[src/rqd_pkg.sv]
// Shared types and codes for the ready queue deque.
// Used by rqd_cell, ready_queue_deque_core and rqd_checker; depends on nothing.
`timescale 1ns / 1ps

package rqd_pkg;

    localparam int DEPTH_DEFAULT = 64;
    localparam int OCC_W         = 7;

    typedef enum logic [2:0] {
        ACT_PUSH_BACK  = 3'd0,
        ACT_PUSH_FRONT = 3'd1,
        ACT_POP_BACK   = 3'd2,
        ACT_POP_FRONT  = 3'd3,
        ACT_REMOVE     = 3'd4
    } action_t;

    typedef enum logic [1:0] {
        ST_OK      = 2'd0,
        ST_EMPTY   = 2'd1,
        ST_FULL    = 2'd2,
        ST_NOMATCH = 2'd3
    } status_t;

    // One stored burst record.
    typedef struct packed {
        logic [7:0]  thread_index;
        logic [15:0] burst_index;
        logic [15:0] burst_length;
        logic [31:0] created_time;
    } rec_t;

    typedef struct packed {
        logic [2:0]  action;
        logic [7:0]  thread_index;
        logic [15:0] burst_index;
        logic [15:0] burst_length;
        logic [31:0] created_time;
    } req_t;

    typedef struct packed {
        logic [1:0]       status;
        logic [7:0]       out_thread_index;
        logic [15:0]      out_burst_index;
        logic [15:0]      out_burst_length;
        logic [31:0]      out_created_time;
        logic [OCC_W-1:0] occupancy;
    } rsp_t;

    // Per-cycle commands broadcast to every cell.
    typedef struct packed {
        logic capture;
        logic push_back;
        logic push_front;
        logic pop_front;
        logic remove;
    } cell_ctl_t;

    typedef enum logic [1:0] {
        S_IDLE  = 2'b01,
        S_APPLY = 2'b10
    } state_t;

endpackage

[src/rqd_cell.sv]
// One queue cell: holds a record and its match flag, trades records with neighbors.
// Depends on rqd_pkg.
`timescale 1ns / 1ps

module rqd_cell (
    input  logic               clk,
    input  logic               rst_n,
    input  rqd_pkg::cell_ctl_t ctl,
    input  logic               valid,
    input  logic               is_back,
    input  logic               is_tail,
    input  rqd_pkg::rec_t      cmp_rec,
    input  rqd_pkg::rec_t      load_rec,
    input  rqd_pkg::rec_t      left_rec,
    input  rqd_pkg::rec_t      right_rec,
    input  logic               hit_in,
    output rqd_pkg::rec_t      rec,
    output logic               hit_out,
    output rqd_pkg::rec_t      tail_rec
);

    rqd_pkg::rec_t rec_reg;
    rqd_pkg::rec_t rec_next;
    logic          hit_reg;
    logic          hit_incl;

    // A match here or in any cell closer to the front.
    assign hit_incl = hit_in | hit_reg;
    assign hit_out  = hit_incl;
    assign rec      = rec_reg;
    assign tail_rec = is_tail ? rec_reg : '0;

    always_ff @(posedge clk or negedge rst_n)
    begin
        if (!rst_n)
        begin
            hit_reg <= 1'b0;
        end
        else if (ctl.capture)
        begin
            hit_reg <= valid && (cmp_rec == rec_reg);
        end
    end

    always_comb
    begin
        rec_next = rec_reg;
        if (ctl.push_back && is_back)
        begin
            rec_next = load_rec;
        end
        else if (ctl.push_front)
        begin
            rec_next = left_rec;
        end
        else if (ctl.pop_front || (ctl.remove && hit_incl))
        begin
            // close up toward the front
            rec_next = right_rec;
        end
    end

    always_ff @(posedge clk)
    begin
        rec_reg <= rec_next;
    end

endmodule

[config.mk]
export PLATFORM = sky130hd
export DESIGN_NAME = rqd_cell
export DESIGN_NICKNAME = d
export VERILOG_FILES = /design/src/rqd_pkg.sv /design/src/rqd_cell.sv
export SDC_FILE = /design/constraint.sdc
export NUM_CORES = 1
export LEC_CHECK = 0
export ABC_AREA = 1
export CAP_MARGIN = 25
export CORE_AREA = 8 8 167 169
export CTS_CLUSTER_DIAMETER = 120
export DETAILED_ROUTE_END_ITERATION = 16
export DIE_AREA = 0 0 175 177
export DONT_BUFFER_PORTS = 1
export GPL_TIMING_DRIVEN = 0
export SYNTH_ARGS = -nofsm -noshare
export SYNTH_HDL_FRONTEND = slang
export SYNTH_SLANG_ARGS = --single-unit
[constraint.sdc]
create_clock -name clk -period 10.15 [get_ports clk]
set_clock_uncertainty 0.2 [all_clocks]
set_input_delay 1.015 -clock clk [delete_from_list [all_inputs] [get_ports clk]]
set_output_delay 1.015 -clock clk [all_outputs]
set_load 0.03 [all_outputs]
==> results.tsv <==
metric	value	unit
Storage cell area	2190	µm²
Worst setup startpoint	is_tail	
row count	59	
internal power	0.000712	W
Net Sw Frac	39.4	%
syn_nets	1175	
Finish-stage setup viols	0	
core box area	25500	µm²
Sequential Power Share	44.8	%
starting density of the core	21.7	%
Period minus WS final	3570	ps
peak supply drop	0.0718	mV
CP Launch Type	input pin	
DRT Pass-1 Iters	5	
RSZ-0062 raised after global routing	false	
CP max stage delay	470	ps
share of post-route cells with drive strength above 1	5.82	%
overflow left after global routing	0	
Num CTS Buffers	9	
unique cell type count in the Yosys netlist	18	
H-tree depth	3	
Crit Path Class	input pin to output port	
clk root buf	clkbuf_16	
via/cell ratio	4.72	
slowest cell on the critical path	clkbuf_1	
Worst slew margin	48.5	%
footprint of the multi-input gates	2590	µm²
Post-CTS Resized	0	
Post-DRT Antenna Nets	0	
IO Port Bufs	0	
CTS Buffer Depth	2	
GPL Wtd Cong	0.886	
routed length per instance	23.9	µm
nets@finish	1187	
PD cells	185	nW/µm²
DIE AREA	31000	µm²
Setup Buffers After CTS	0	
fill count	2840	
first-pass GRT wire length	39600	µm
fin. max-slew vios	0	
TritonCTS clock tree	done	
GRT Util Overall	17.7	%
# hold bufs at CTS	0	
Largest register FFs	72	
die width	175	µm
Max Fclk	0.280	GHz
Avg Cell Area, Syn	6.32	µm²
Synth warnings	0	
vias post-DR	5799	
combinational power share	20.9	%
Critical Path End Type	output port	
largest net degree at the start of global routing	46	
flops & latches, synth	73	
RR Startpoint	hit_reg	
diodes inserted	0	
Post-Syn Instances	876	
most frequent cells in the layout	nand2_1, inv_1, nor2_1	
sink count of the clock tree	73	
Final Hold Viols	0	
Worst R2R End	rec[22]	
vias in the first global route	5703	
crit share post-route	35.2	%
clock power share	34.3	%
Ports	444	
switching power total	0.000462	W
final WL	29400	µm
DRC Markers	0	
Fin Hold WS	171	ps
die height	177	µm
Worst Path Max Fanout	10	
most common cell after layout, fill and taps aside	nand2_1	
path depth of the worst reg2reg path	4	
initial antenna violation count	0	
Worst Hold Class	input pin to asynchronous set/reset pin	
Critical Path AT	2360	ps
Clk Latency, worst-skew pair	350	ps
Fin Setup TNS	0	ps
R2R setup slack	7760	ps
Synth Cell Area	5540	µm²
outcome	completed	
Worst-Margin Slew	764	ps
hpwl dp	24600	µm
max cap viols	0	
CP endpoint	tail_rec[30]	
Seq/Total Area, Yosys	39.5	%
clock-pin slew on the worst setup and hold paths	60	ps
critical path cell sequence	clkbuf_1 -> buf_2 -> nand2_1 -> inv_1	
CP required	8940	ps
fin util	25.0	%
area delta synth->final	14.9	%
leakage power	3.39	nW
Iteration-0 DRC Markers	531	
==> synth_stat cells (all sizes together) <==
| library cell | n | area [µm²] |
|---|---|---|
| nand2 | 358 | 1350 |
| o21ai | 11 | 55.1 |
| or2 | 4 | 25.0 |
| buf | 37 | 174 |
| edfxtp | 72 | 2160 |
| clkbuf | 1 | 3.75 |
| a31oi | 72 | 450 |
| nor3 | 1 | 5.00 |
| xnor2 | 9 | 78.8 |
| xor2 | 8 | 70.1 |
| inv | 159 | 597 |
| dfrtp | 1 | 25.0 |
| nand3 | 4 | 20.0 |
| nor2 | 138 | 518 |
| a21oi | 1 | 5.00 |
==> how the worst min path moves through the flow <==
| stage | startpoint | end | slack [ps] |
|---|---|---|---|
| floorplan | hit_reg | hit_reg | 240 |
| global placement | hit_reg | hit_reg | 290 |
| detailed placement | hit_reg | hit_reg | 320 |
| CTS | rst_n | hit_reg | 150 |
| global route | rst_n | hit_reg | 150 |
| finish | rst_n | hit_reg | 170 |
==> logic make-up (layout without fill, tap and decap cells) <==
| kind of cell | after synthesis | in the layout | synth area share (%) |
|---|---|---|---|
| buffers and inverters | 197 | 214 | 14.0 |
| DFF | 73 | 73 | 39.5 |
| xor gates and xnor gates | 17 | 17 | 2.69 |
| AOI/OAI and AO/OA | 84 | 84 | 9.22 |
| and+or+nand+nor | 505 | 505 | 34.6 |
==> critical path, delay by kind of cell <==
| kind | cells | cell delay [ps] |
|---|---|---|
| buffers and inverters | 3 | 1240 |
| AND/OR/NAND/NOR | 1 | 90 |
==> power by group through the flow <==
stage / combinational (W) / sequential [W] / clock (W)
final: 0.000245 / 0.000527 / 0.000402
after global routing: 0.000273 / 0.000533 / 0.000426
after CTS: 0.000250 / 0.000529 / 0.000418
after detailed placement: 0.000249 / 0.000535 / 0
after global placement: 0.000245 / 0.000536 / 0
after floorplan: 0.000187 / 0.000499 / 0
==> metrics by stage <==
| step | setup slack [ps] | total power, W | cell area, µm² | std cells |
|---|---|---|---|---|
| 6_report | 6580 | 0.00117 | 6360 | 1228 |
| 2_1_floorplan | 5860 | 0.000686 | 5540 | 876 |
| 5_1_grt | 6420 | 0.00123 | 6360 | 1228 |
| 3_3_place_gp | 3990 | 0.000780 | 5950 | 1211 |
| 4_1_cts | 6500 | 0.00120 | 6360 | 1228 |
| 3_5_place_dp | 6490 | 0.000784 | 5990 | 1212 |
==> layout make-up <==
cell class                      count  area share, %
Multi-Input combinational cell    606           40.6
Buffer                             38           2.79
Tap cell                          335           6.59
Clock inverter                      7           2.24
Clock buffer                        9           3.54
Sequential cell                    73           34.4
Inverter                          159           9.38
Timing Repair Buffer                1          0.433
==> layer usage <==
metal	track usage [%]	share of wire (%)
met1	20.5	39
met2	30.8	49
met3	5.93	10
met4	4.73	2.1
met5	0	0
Power figures use the tool's default switching activity.
